<file path="config.mk">
export PLATFORM = sky130hd
export DESIGN_NAME = bytecode_instruction_encoder
export DESIGN_NICKNAME = d
export VERILOG_FILES = /design/src/hw/rtl/bie_pkg.sv /design/src/hw/rtl/bie_decode.sv /design/src/hw/rtl/bie_pack.sv /design/src/hw/rtl/bie_serial.sv /design/src/hw/rtl/bytecode_instruction_encoder.sv
export VERILOG_INCLUDE_DIRS = /design/src /design/src/hw/rtl
export SDC_FILE = /design/constraint.sdc
export NUM_CORES = 1
export LEC_CHECK = 0
export BUFFER_PORTS_ARGS = -buffer_cell sky130_fd_sc_hd__buf_2
export CAP_MARGIN = 20
export CORE_MARGIN = 2
export CORE_UTILIZATION = 23
export DETAILED_ROUTE_END_ITERATION = 12
export PLACE_DENSITY_LB_ADDON = 0.1
export SLEW_MARGIN = 20
export SYNTH_ARGS = -nofsm -noshare
export SYNTH_HDL_FRONTEND = slang
export SYNTH_SLANG_ARGS = --single-unit
export TNS_END_PERCENT = 10
</file>
<file path="constraint.sdc">
create_clock -name aclk -period 23.5 [get_ports aclk]
set_input_delay 7.05 -clock aclk [delete_from_list [all_inputs] [get_ports aclk]]
set_output_delay 7.05 -clock aclk [all_outputs]
set_load 0.005 [all_outputs]
</file>
<file path="src/hw/rtl/bytecode_instruction_encoder_defines.svh">
// Assertion macros for the bytecode instruction encoder.
// Included by the RTL files that carry concurrent assertions; no other dependencies.
`ifndef BYTECODE_INSTRUCTION_ENCODER_DEFINES_SVH
`define BYTECODE_INSTRUCTION_ENCODER_DEFINES_SVH
`ifndef NO_ASSERTIONS
`define BIE_ASSERT(label, clk, rstn, prop, msg) \
    label: assert property (@(posedge clk) disable iff (!rstn) prop) else $error(msg);
`define BIE_ASSERT_IMPL(label, clk, rstn, ante, cons, msg) \
    label: assert property (@(posedge clk) disable iff (!rstn) (ante) |-> (cons)) else $error(msg);
`else
`define BIE_ASSERT(label, clk, rstn, prop, msg)
`define BIE_ASSERT_IMPL(label, clk, rstn, ante, cons, msg)
`endif
`endif

</file>
<file path="src/hw/rtl/bie_pkg.sv">
// Shared widths, action codes and stage payload types of the bytecode encoder.
// No dependencies; imported by every module of the block.
package bie_pkg;

    localparam int BYTE_W    = 8;
    localparam int ACTION_W  = 2;
    localparam int OPCODE_W  = 16;
    localparam int OPERAND_W = 64;
    localparam int FCODE_W   = 8;
    localparam int TDATA_W   = 88;   // opcode + operand + function code, whole bytes

    localparam int GRP_W     = 7;    // payload bits per varint byte
    localparam int OPC_MAX   = 3;    // opcode bytes, worst case
    localparam int VLQ_MAX   = 10;   // operand bytes, worst case
    localparam int MAX_BYTES = 13;   // bytes per instruction, worst case
    localparam int LEN_W     = 4;
    localparam int OLEN_W    = 2;

    localparam logic [ACTION_W-1:0] ACT_OPCODE = 2'd0;
    localparam logic [ACTION_W-1:0] ACT_VARINT = 2'd1;
    localparam logic [ACTION_W-1:0] ACT_RAW    = 2'd2;

    localparam logic [OPCODE_W-1:0] OPC_ONE_LIMIT = 16'h007F;
    localparam logic [OPCODE_W-1:0] OPC_TWO_LIMIT = 16'h3FFF;

    typedef logic [BYTE_W-1:0] byte_t;

    // Bytes are stored with the last emitted byte at index 0.
    typedef struct packed {
        logic [OLEN_W-1:0]         opc_len;
        byte_t [OPC_MAX-1:0]       opc_bytes;
        logic [LEN_W-1:0]          tail_len;
        byte_t [VLQ_MAX-1:0]       tail_bytes;
    } dec_t;

    // Whole instruction; first emitted byte sits at index total-1.
    typedef struct packed {
        logic [LEN_W-1:0]          total;
        byte_t [MAX_BYTES-1:0]     bytes;
    } frame_t;

endpackage

</file>
<file path="src/hw/rtl/bie_decode.sv">
// Stage 1: splits opcode and operand into 7-bit groups and sizes both parts.
// Depends on bie_pkg and the assertion macros header.
`include "bytecode_instruction_encoder_defines.svh"

module bie_decode
    import bie_pkg::*;
(
    input  logic                 aclk,
    input  logic                 aresetn,
    input  logic                 in_valid,
    output logic                 in_ready,
    input  logic [ACTION_W-1:0]  action,
    input  logic [OPCODE_W-1:0]  opcode,
    input  logic [OPERAND_W-1:0] operand,
    input  logic [FCODE_W-1:0]   fcode,
    output logic                 out_valid,
    input  logic                 out_ready,
    output dec_t                 out_dec
);

    logic                 valid_reg;
    logic                 valid_next;
    dec_t                 dec_reg;
    dec_t                 dec_next;
    logic [GRP_W-1:0]     grp [VLQ_MAX];
    logic [LEN_W-1:0]     vlq_len;

    assign in_ready  = !valid_reg || out_ready;
    assign out_valid = valid_reg;
    assign out_dec   = dec_reg;

    always_comb begin
        for (int i = 0; i < VLQ_MAX - 1; i++) begin
            grp[i] = operand[GRP_W*i +: GRP_W];
        end
        grp[VLQ_MAX-1] = GRP_W'(operand[OPERAND_W-1:GRP_W*(VLQ_MAX-1)]);
    end

    // highest nonzero group sets the length, zero still takes one byte
    always_comb begin
        vlq_len = LEN_W'(1);
        for (int i = 1; i < VLQ_MAX; i++) begin
            if (grp[i] != '0) begin
                vlq_len = LEN_W'(i + 1);
            end
        end
    end

    always_comb begin
        dec_next = dec_reg;
        if (opcode < OPC_ONE_LIMIT) begin
            dec_next.opc_len = OLEN_W'(1);
        end else if (opcode < OPC_TWO_LIMIT) begin
            dec_next.opc_len = OLEN_W'(2);
        end else begin
            dec_next.opc_len = OLEN_W'(3);
        end
        dec_next.opc_bytes[0] = {1'b0, opcode[GRP_W-1:0]};
        dec_next.opc_bytes[1] = {1'b1, opcode[2*GRP_W-1:GRP_W]};
        dec_next.opc_bytes[2] = {1'b1, (BYTE_W-1)'(opcode[OPCODE_W-1:2*GRP_W])};

        for (int i = 0; i < VLQ_MAX; i++) begin
            dec_next.tail_bytes[i] = {(i != 0), grp[i]};
        end
        case (action)
            ACT_VARINT: begin
                dec_next.tail_len = vlq_len;
            end
            ACT_RAW: begin
                dec_next.tail_len      = LEN_W'(1);
                dec_next.tail_bytes[0] = fcode;
            end
            ACT_OPCODE: begin
                dec_next.tail_len = '0;
            end
            default: begin
                dec_next.tail_len = '0;
            end
        endcase
    end

    always_comb begin
        valid_next = valid_reg;
        if (in_ready) begin
            valid_next = in_valid;
        end
    end

    always_ff @(posedge aclk) begin
        if (!aresetn) begin
            valid_reg <= 1'b0;
        end else begin
            valid_reg <= valid_next;
        end
    end

    always_ff @(posedge aclk) begin
        if (in_valid && in_ready) begin
            dec_reg <= dec_next;
        end
    end

    `BIE_ASSERT_IMPL(a_dec_len, aclk, aresetn, valid_reg, (dec_reg.opc_len != '0) && (dec_reg.tail_len <= LEN_W'(VLQ_MAX)), "decode lengths out of range")

endmodule

</file>
<file path="src/hw/rtl/bie_pack.sv">
// Stage 2: lays opcode bytes above the tail bytes into one instruction frame.
// Depends on bie_pkg and the assertion macros header.
`include "bytecode_instruction_encoder_defines.svh"

module bie_pack
    import bie_pkg::*;
(
    input  logic   aclk,
    input  logic   aresetn,
    input  logic   in_valid,
    output logic   in_ready,
    input  dec_t   in_dec,
    output logic   out_valid,
    input  logic   out_ready,
    output frame_t out_frame
);

    logic   valid_reg;
    logic   valid_next;
    frame_t frame_reg;
    frame_t frame_next;

    assign in_ready  = !valid_reg || out_ready;
    assign out_valid = valid_reg;
    assign out_frame = frame_reg;

    // tail bytes take the low slots, opcode bytes go right above them
    always_comb begin
        logic [LEN_W:0] diff;
        frame_next.total = in_dec.tail_len + LEN_W'(in_dec.opc_len);
        for (int p = 0; p < MAX_BYTES; p++) begin
            diff = (LEN_W+1)'(p) - {1'b0, in_dec.tail_len};
            if ((p < VLQ_MAX) && (LEN_W'(p) < in_dec.tail_len)) begin
                frame_next.bytes[p] = in_dec.tail_bytes[p % VLQ_MAX];
            end else if (diff < (LEN_W+1)'(OPC_MAX)) begin
                frame_next.bytes[p] = in_dec.opc_bytes[diff[OLEN_W-1:0]];
            end else begin
                frame_next.bytes[p] = '0;
            end
        end
    end

    always_comb begin
        valid_next = valid_reg;
        if (in_ready) begin
            valid_next = in_valid;
        end
    end

    always_ff @(posedge aclk) begin
        if (!aresetn) begin
            valid_reg <= 1'b0;
        end else begin
            valid_reg <= valid_next;
        end
    end

    always_ff @(posedge aclk) begin
        if (in_valid && in_ready) begin
            frame_reg <= frame_next;
        end
    end

    `BIE_ASSERT_IMPL(a_total_range, aclk, aresetn, valid_reg, (frame_reg.total != '0) && (frame_reg.total <= LEN_W'(MAX_BYTES)), "frame length out of range")

endmodule

</file>
<file path="src/hw/rtl/bie_serial.sv">
// Stages 3 and 4: holds one frame and shifts it out a byte per cycle into a
// registered output while m_ready allows. Depends on bie_pkg and the assertion macros header.
`include "bytecode_instruction_encoder_defines.svh"

module bie_serial
    import bie_pkg::*;
(
    input  logic   aclk,
    input  logic   aresetn,
    input  logic   in_valid,
    output logic   in_ready,
    input  frame_t in_frame,
    output logic   m_valid,
    input  logic   m_ready,
    output byte_t  m_byte,
    output logic   m_last
);

    logic                  hold_valid_reg;
    logic                  hold_valid_next;
    logic [LEN_W-1:0]      hold_ptr_reg;
    logic [LEN_W-1:0]      hold_ptr_next;
    byte_t [MAX_BYTES-1:0] hold_bytes_reg;
    byte_t [MAX_BYTES-1:0] hold_bytes_next;
    logic                  m_valid_reg;
    logic                  m_valid_next;
    byte_t                 m_byte_reg;
    byte_t                 m_byte_next;
    logic                  m_last_reg;
    logic                  m_last_next;
    logic                  out_load;
    logic                  hold_done;

    assign out_load  = !m_valid_reg || m_ready;
    assign hold_done = hold_valid_reg && (hold_ptr_reg == '0) && out_load;
    assign in_ready  = !hold_valid_reg || hold_done;

    assign m_valid = m_valid_reg;
    assign m_byte  = m_byte_reg;
    assign m_last  = m_last_reg;

    always_comb begin
        m_valid_next    = m_valid_reg;
        m_byte_next     = m_byte_reg;
        m_last_next     = m_last_reg;
        hold_valid_next = hold_valid_reg;
        hold_ptr_next   = hold_ptr_reg;
        hold_bytes_next = hold_bytes_reg;
        if (out_load) begin
            m_valid_next = hold_valid_reg;
            m_byte_next  = hold_bytes_reg[hold_ptr_reg];
            m_last_next  = (hold_ptr_reg == '0);
            if (hold_valid_reg && (hold_ptr_reg != '0)) begin
                hold_ptr_next = hold_ptr_reg - LEN_W'(1);
            end
        end
        if (hold_done) begin
            hold_valid_next = 1'b0;
        end
        // next frame loads the same cycle its predecessor sends its last byte
        if (in_valid && in_ready) begin
            hold_valid_next = 1'b1;
            hold_ptr_next   = in_frame.total - LEN_W'(1);
            hold_bytes_next = in_frame.bytes;
        end
    end

    always_ff @(posedge aclk) begin
        if (!aresetn) begin
            hold_valid_reg <= 1'b0;
            m_valid_reg    <= 1'b0;
        end else begin
            hold_valid_reg <= hold_valid_next;
            m_valid_reg    <= m_valid_next;
        end
    end

    always_ff @(posedge aclk) begin
        hold_ptr_reg   <= hold_ptr_next;
        hold_bytes_reg <= hold_bytes_next;
        m_byte_reg     <= m_byte_next;
        m_last_reg     <= m_last_next;
    end

    `BIE_ASSERT(a_ptr_countdown, aclk, aresetn, hold_valid_reg && out_load && (hold_ptr_reg != '0) |=> hold_valid_reg && (hold_ptr_reg == $past(hold_ptr_reg) - LEN_W'(1)), "byte pointer skipped")
    `BIE_ASSERT(a_last_follows, aclk, aresetn, hold_done |=> m_valid_reg && m_last_reg, "final byte not flagged last")
    `BIE_ASSERT(a_hold_stall, aclk, aresetn, hold_valid_reg && !out_load |=> hold_valid_reg && $stable(hold_ptr_reg), "frame moved while output stalled")

endmodule

</file>
<file path="src/hw/rtl/bytecode_instruction_encoder.sv">
// Top level of the bytecode instruction encoder: stream ports and stage wiring.
// Depends on bie_pkg, bie_decode, bie_pack and bie_serial.

// Turns one instruction per input transfer into its bytecode, one byte per
// output transfer, with m_tlast on the final byte. The opcode takes 1 byte
// below 127, 2 bytes below 16383 and 3 bytes otherwise, all but its last byte
// with bit 7 set. Action 1 appends the 64-bit operand as a big-endian 7-bit
// varint (1 to 10 bytes, bit 7 set on all but the last), action 2 appends the
// raw function code byte, and actions 0 and 3 send the opcode alone. An
// instruction is sent as 1 to 13 bytes through the single byte-wide output
// register; with m_tready held high the bytes of consecutive instructions
// follow without gaps. From the input transfer to the first output byte the
// data passes the decode register, frame register, hold buffer and output
// register, in that order. Input transfers are taken while earlier
// instructions are still draining, until the pipeline registers are full.
// The block keeps no state between instructions.
module bytecode_instruction_encoder
    import bie_pkg::*;
(
    input  logic                aclk,
    input  logic                aresetn,

    input  logic                s_tvalid,
    output logic                s_tready,
    // [15:0] opcode, [79:16] operand, [87:80] function_code
    input  logic [TDATA_W-1:0]  s_tdata,
    // [1:0] action
    input  logic [ACTION_W-1:0] s_tuser,

    output logic                m_tvalid,
    input  logic                m_tready,
    // [7:0] out_byte
    output logic [BYTE_W-1:0]   m_tdata,
    output logic                m_tlast
);

    // decode -> pack
    logic   dec_valid;
    logic   dec_ready;
    dec_t   dec;

    // pack -> serializer
    logic   frm_valid;
    logic   frm_ready;
    frame_t frm;

    // Stage 1: group split, opcode sizing, varint length search.
    bie_decode u_decode (
        .aclk      (aclk),
        .aresetn   (aresetn),
        .in_valid  (s_tvalid),
        .in_ready  (s_tready),
        .action    (s_tuser),
        .opcode    (s_tdata[OPCODE_W-1:0]),
        .operand   (s_tdata[OPCODE_W +: OPERAND_W]),
        .fcode     (s_tdata[OPCODE_W+OPERAND_W +: FCODE_W]),
        .out_valid (dec_valid),
        .out_ready (dec_ready),
        .out_dec   (dec)
    );

    // Stage 2: opcode and tail bytes merged into one frame of up to 13 bytes.
    bie_pack u_pack (
        .aclk      (aclk),
        .aresetn   (aresetn),
        .in_valid  (dec_valid),
        .in_ready  (dec_ready),
        .in_dec    (dec),
        .out_valid (frm_valid),
        .out_ready (frm_ready),
        .out_frame (frm)
    );

    // Stages 3 and 4: frame hold buffer and byte output register.
    bie_serial u_serial (
        .aclk     (aclk),
        .aresetn  (aresetn),
        .in_valid (frm_valid),
        .in_ready (frm_ready),
        .in_frame (frm),
        .m_valid  (m_tvalid),
        .m_ready  (m_tready),
        .m_byte   (m_tdata),
        .m_last   (m_tlast)
    );

endmodule
</file>
; ---- After elaboration in Yosys (flattened, before gate mapping)
; Index checks and enable logic that the tools add are counted.
[totals]
ff_bits = 316
inputBits = 94
[classes]
addsub = 16
magnitude_cmp = 39
n_eq_ne = 2
n_mux = 65
n_bitwise = 1
reduce_logical = 29
[op_table]
columns = cell, n
row1 = binary-select mux 8 bit (select 2 bit), 13
row2 = two-way mux 8 bit, 25
row3 = less-than comparator 5 x 2 -> 1 bit (second input constant), 13
row4 = two-way mux 7 bit, 9
row5 = nonzero test 7 bit, 8
row6 = less-than comparator 2 x 3 -> 1 bit (second input constant), 13
row7 = binary-select mux 8 bit (select 4 bit), 1
row8 = subtractor 4 x 4 -> 5 bit (first input constant), 5
row9 = two-way mux 4 bit, 6
row10 = subtractor 3 x 4 -> 5 bit (first input constant), 4
row11 = less-than comparator 16 x 14 -> 1 bit (second input constant), 1
row12 = less-than comparator 16 x 7 -> 1 bit (second input constant), 1
row13 = less-than comparator 3 x 4 -> 1 bit (first input constant), 4
row14 = two-way mux 3 bit, 4
row15 = subtractor 1 x 4 -> 5 bit (first input constant), 2
row16 = subtractor 2 x 4 -> 5 bit (first input constant), 2
row17 = less-than comparator 1 x 4 -> 1 bit (first input constant), 2
row18 = less-than comparator 2 x 4 -> 1 bit (first input constant), 2
row19 = less-than comparator 4 bit (first input constant), 2
row20 = case mux 4 bit (2 select lines), 1
row21 = subtractor 4 x 1 -> 4 bit (second input constant), 2
row22 = logical AND 1 bit, 6
row23 = nonzero test 2 bit, 3
row24 = less-than comparator 4 x 5 -> 1 bit (second input constant), 1
row25 = other kinds (12), 22

; ---- Logic depth before layout (Yosys ltp)
[depth]
ltp_word = 11
depth_mapped = 9

; ---- By module
; Synthesis repeated with hierarchy kept, for this count alone.
[hier_totals]
cells_unflattened = 912
hier_area_um2 = 13853.3
[modules_own_cells]
columns = module, n_inst, cells_per_inst, area_each_um2, seq_area_each_um2
row1 = bie_pack, 1, 474, 5889.4, 3263.1
row2 = bie_serial, 1, 258, 4688.2, 3553.4
row3 = bie_decode, 1, 180, 3275.6, 2632.5

; ---- Worst setup path after synthesis
; Ideal clock, no wire load.
[synth_path]
kind = in2reg
start = input m_tready
end = register u_pack.frame_reg (netlist bit u_pack.out_frame[0]), enable pin
setup_time_ns = 0.740
arrival_ns = 15.199
slack_ns = 7.561
path_stages = 3
cell_sequence = nor2b_1 o21a_4 a21boi_0
[synth_via]
elab_chain_len = 5
[synth_rtl]
columns = item, line_no
row1 = start: declaration, bytecode_instruction_encoder.sv:31  ; input logic m_tready,
row2 = logical OR 1 bit, bie_serial.sv:34  ; assign out_load = !m_valid_reg || m_ready;
row3 = logical AND 1 bit, bie_serial.sv:35  ; assign hold_done = hold_valid_reg && (hold_ptr_reg == '0) && out_load;
row4 = logical OR 1 bit, bie_serial.sv:36  ; assign in_ready = !hold_valid_reg || hold_done;
row5 = logical OR 1 bit, bie_pack.sv:23  ; assign in_ready = !valid_reg || out_ready;
row6 = logical AND 1 bit, bie_pack.sv:59  ; if (in_valid && in_ready) begin
row7 = end signal: assignment, bie_pack.sv:60  ; frame_reg <= frame_next;
row8 = end: declaration, bie_pack.sv:20  ; frame_t frame_reg;
; No other way between the ends.
; A chain may end at the register's enable or synchronous reset.

; ---- Final worst setup path
[layout_path]
start = input m_tready
end = output s_tready
[layout_via]
elab_chain_len = 5
[layout_rtl]
columns = item, line_no
row1 = logical OR 1 bit, bie_serial.sv:34
row2 = logical AND 1 bit, bie_serial.sv:35
row3 = logical OR 1 bit, bie_serial.sv:36
row4 = logical OR 1 bit, bie_pack.sv:23
row5 = logical OR 1 bit, bie_decode.sv:28  ; assign in_ready = !valid_reg || out_ready;
row6 = end: declaration, bytecode_instruction_encoder.sv:24  ; output logic s_tready,
; No other way between the ends.

==> key figures <==
Global routing
  – Largest net degree at the start of global routing: 68
  – Total grt overflow: 0
  – Initial antenna violation count: 0
  – Total track usage: 14.1%
  – First-pass GRT wire length: 57000 um
  – Vias in the first global route: 7711

Floorplan
  – Cell Rows: 86
  – Die H: 241 um
  – Starting Density: 23.4%
  – Die X: 241 um
  – Ports: 105
  – Die Area: 58100 um2
  – Core box area: 55300 um2

Critical path
  – Register-to-Register Path Depth: 7
  – R2r setup slk: 19.53 ns
  – Worst EP required: 16.45 ns
  – Setup crit end kind: primary output
  – Worst reg2reg path startpoint: u_decode.out_dec[81]
  – FF-to-FF End: u_pack.out_frame[3]
  – Nature of the critical path startpoint: input pin
  – Crit Path Class: in -> out
  – CP max FO: 8
  – CP arrival: 7.97 ns

Final layout
  – Final nets: 1067
  – Final cell count without fillers: 1726
  – Max reg flops: 108
  – Final Util: 28.1%
  – Ratio of cells with drive above 1 in the final layout: 22.7%
  – Area Growth Syn to Fin: 20.1%

Timing
  – PnR worst setup slack: 8.48 ns
  – Min Tclk post-route: 15.02 ns
  – Clock skew: 0.0248 ns
  – RSZ-0062 raised after global routing: no
  – Fin. Hold Viols: 0
  – Actual slew at the worst max-slew pin: 1.06 ns
  – Max-slew headroom: 27.5%
  – Fin. max-slew vios: 0
  – # setup viols final: 0
  – Max Fclk: 66.6 MHz
  – Final worst path period share: 63.9%
  – Setup Total Neg Slack: 0 ns

Route
  – Via count: 7444
  – Total Wirelength: 40100 um
  – Final ANT Viol Nets: 0
  – Vias/cell: 4.31
  – First drt pass iteration count: 5
  – WL/cell: 23.2 um
  – Iteration-0 DRC Markers: 521
  – DRC Markers: 0

Synthesis
  – Total number of yosys warnings: 0
  – Most common library cells after synthesis: edfxtp_1 (312), nand2_1 (70), nor2_1 (43), o21ai_0 (41), inv_1 (36)
  – Syn avg cell area: 15.8 um2
  – Ranking of synthesized cells by area: edfxtp_1 (73%), mux4_2 (4.2%), ha_1 (2.1%)
  – Ys async rst share: 0%
  – Yosys cell types: 64
  – Most frequent cell after synthesis: edfxtp_1
  – Seq/Total Area, Yosys: 73.1%
  – Post-synth EDFFs: 312
  – Synthesis-stage register bit count: 316
  – Primary FF master, synth: edfxtp_1
  – Mapped Area: 12900 um2
  – Synth top area share: 72.5%
  – Synth Net Count: 935
  – Mapped Cells: 818
  – Yosys top cell by area: edfxtp_1

Clock network
  – Root Buffer: clkbuf_16
  – Clock buffer depth: 3
  – CTS Buf Count: 39
  – Worst-Skew Late Latency: 0.56 ns
  – Clock sink count: 316
  – Hold Buf Count CTS: 0
  – Clock-pin slew on the worst setup and hold paths: 0.05 ns
  – Post CTS Setup Buffer Count: 0
  – CTS tree: built
  – Post_cts resized: 0
  – CTS H-tree lvls: 2

Hold path
  – Worst hold stages: 0
  – End point of the worst hold path: u_serial.hold_bytes_reg[61]
  – Worst min-delay path class: reg -> reg
  – Min-delay src: u_pack.out_frame[61]

Power and ir drop
  – Peak supply drop: 0.0366 mV
  – Leakage: 5.35 nW
  – Power Density: 84.9 nW/um2

Placement
  – Worst slack at placement: 8.46 ns
  – GPL Wtd Cong: 0.732
  – Post-DP HPWL: 28300 um
  – Dpl cells: 1657
  – Buffers on Ports: 104

Outcome
  – Outcome: finished clean

Flow run
  – Max cap viols: 0
==> layout make-up <==
| type | instances | area [um2] |
|---|---|---|
| fillers | 5674 | 39800 |
| flip-flops and latches | 316 | 9450 |
| multi-input cells | 434 | 3210 |
| clock buffers | 46 | 1000 |
| well taps | 748 | 936 |
| repair buffers | 120 | 641 |
| inverters | 39 | 146 |
| clock inverters | 22 | 125 |
| diodes | 1 | 2.50 |
==> report_power, final <==
part / switching (W) / internal [W] / leakage, nW
clock: 0.000239 / 0.000306 / 0.557
sequential: 0.0000104 / 0.000651 / 3.06
combinational: 0.0000749 / 0.0000355 / 1.73
==> through the flow <==
stage | hold slack (ns) | cell area [um2] | power [W]
floorplan | 0.400 | 12900 | 0.000732
global placement | 0.401 | 14400 | 0.000788
detailed placement | 0.405 | 14400 | 0.000788
CTS | 0.415 | 15500 | 0.00134
global route | 0.416 | 15500 | 0.00137
finish | 0.414 | 15500 | 0.00132
==> worst max-delay path, cell delays in order <==
cell and delay [ns]:
buf_2 0.10, nor2b_1 0.27, o21a_4 0.28, nand3_1 0.11
buf_2 0.16
==> cell families after synthesis <==
family          Yosys count  share of synthesized area, %
mux                      48                          6.11
flops                   316                          73.2
simple gates            208                          8.00
buf+inv                  68                          2.23
compound gates          145                          7.55
xor+xnor                 10                         0.678
fa+ha+maj                23                          2.29
==> how the worst max path moves through the flow <==
stage / start / to / slack [ns] / cells after the start
4_1_cts: m_tready / s_tready / 8.45 / 5
3_5_place_dp: m_tready / s_tready / 8.46 / 5
6_report: m_tready / s_tready / 8.48 / 5
3_3_place_gp: m_tready / s_tready / 8.48 / 5
5_1_grt: m_tready / s_tready / 8.41 / 5
2_1_floorplan: m_tready / u_pack.out_frame[0] / 7.56 / 3
==> layer usage <==
| metal | GRT usage [%] | vias to the layer above | routed length, um |
|---|---|---|---|
| met5 | 0 | - | 0 |
| met4 | 4.13 | 0 | 855 |
| met3 | 2.49 | 44 | 1430 |
| met2 | 23.6 | 162 | 19700 |
| met1 | 18.7 | 3794 | 18100 |
| li1 | - | 3444 | - |
==> cell usage in the layout (no fill, tap or decap), types with 6 or more instances in the layout <==
master | synthesis | routed
a21o_1 | 7 | 7
a21oi_1 | 14 | 13
a221oi_1 | 8 | 8
a22o_1 | 16 | 16
a31oi_1 | 16 | 15
buf_2 | 5 | 104
buf_4 | 3 | 16
clkbuf_1 | 16 | 7
clkbuf_16 | 0 | 39
clkinv_1 | 2 | 11
clkinv_2 | 0 | 6
edfxtp_1 | 312 | 312
ha_1 | 22 | 22
inv_1 | 36 | 36
mux2_2 | 7 | 7
mux2i_1 | 17 | 17
mux4_2 | 24 | 24
nand2_1 | 70 | 70
nand2b_1 | 14 | 14
nand3_1 | 21 | 21
nor2_1 | 43 | 43
nor3_1 | 22 | 22
nor4_1 | 9 | 9
o21ai_0 | 41 | 40
o21ai_1 | 8 | 9
o2bb2ai_1 | 7 | 7
o41ai_1 | 6 | 6
xnor2_1 | 8 | 8
(Power assumes the default switching activity.)
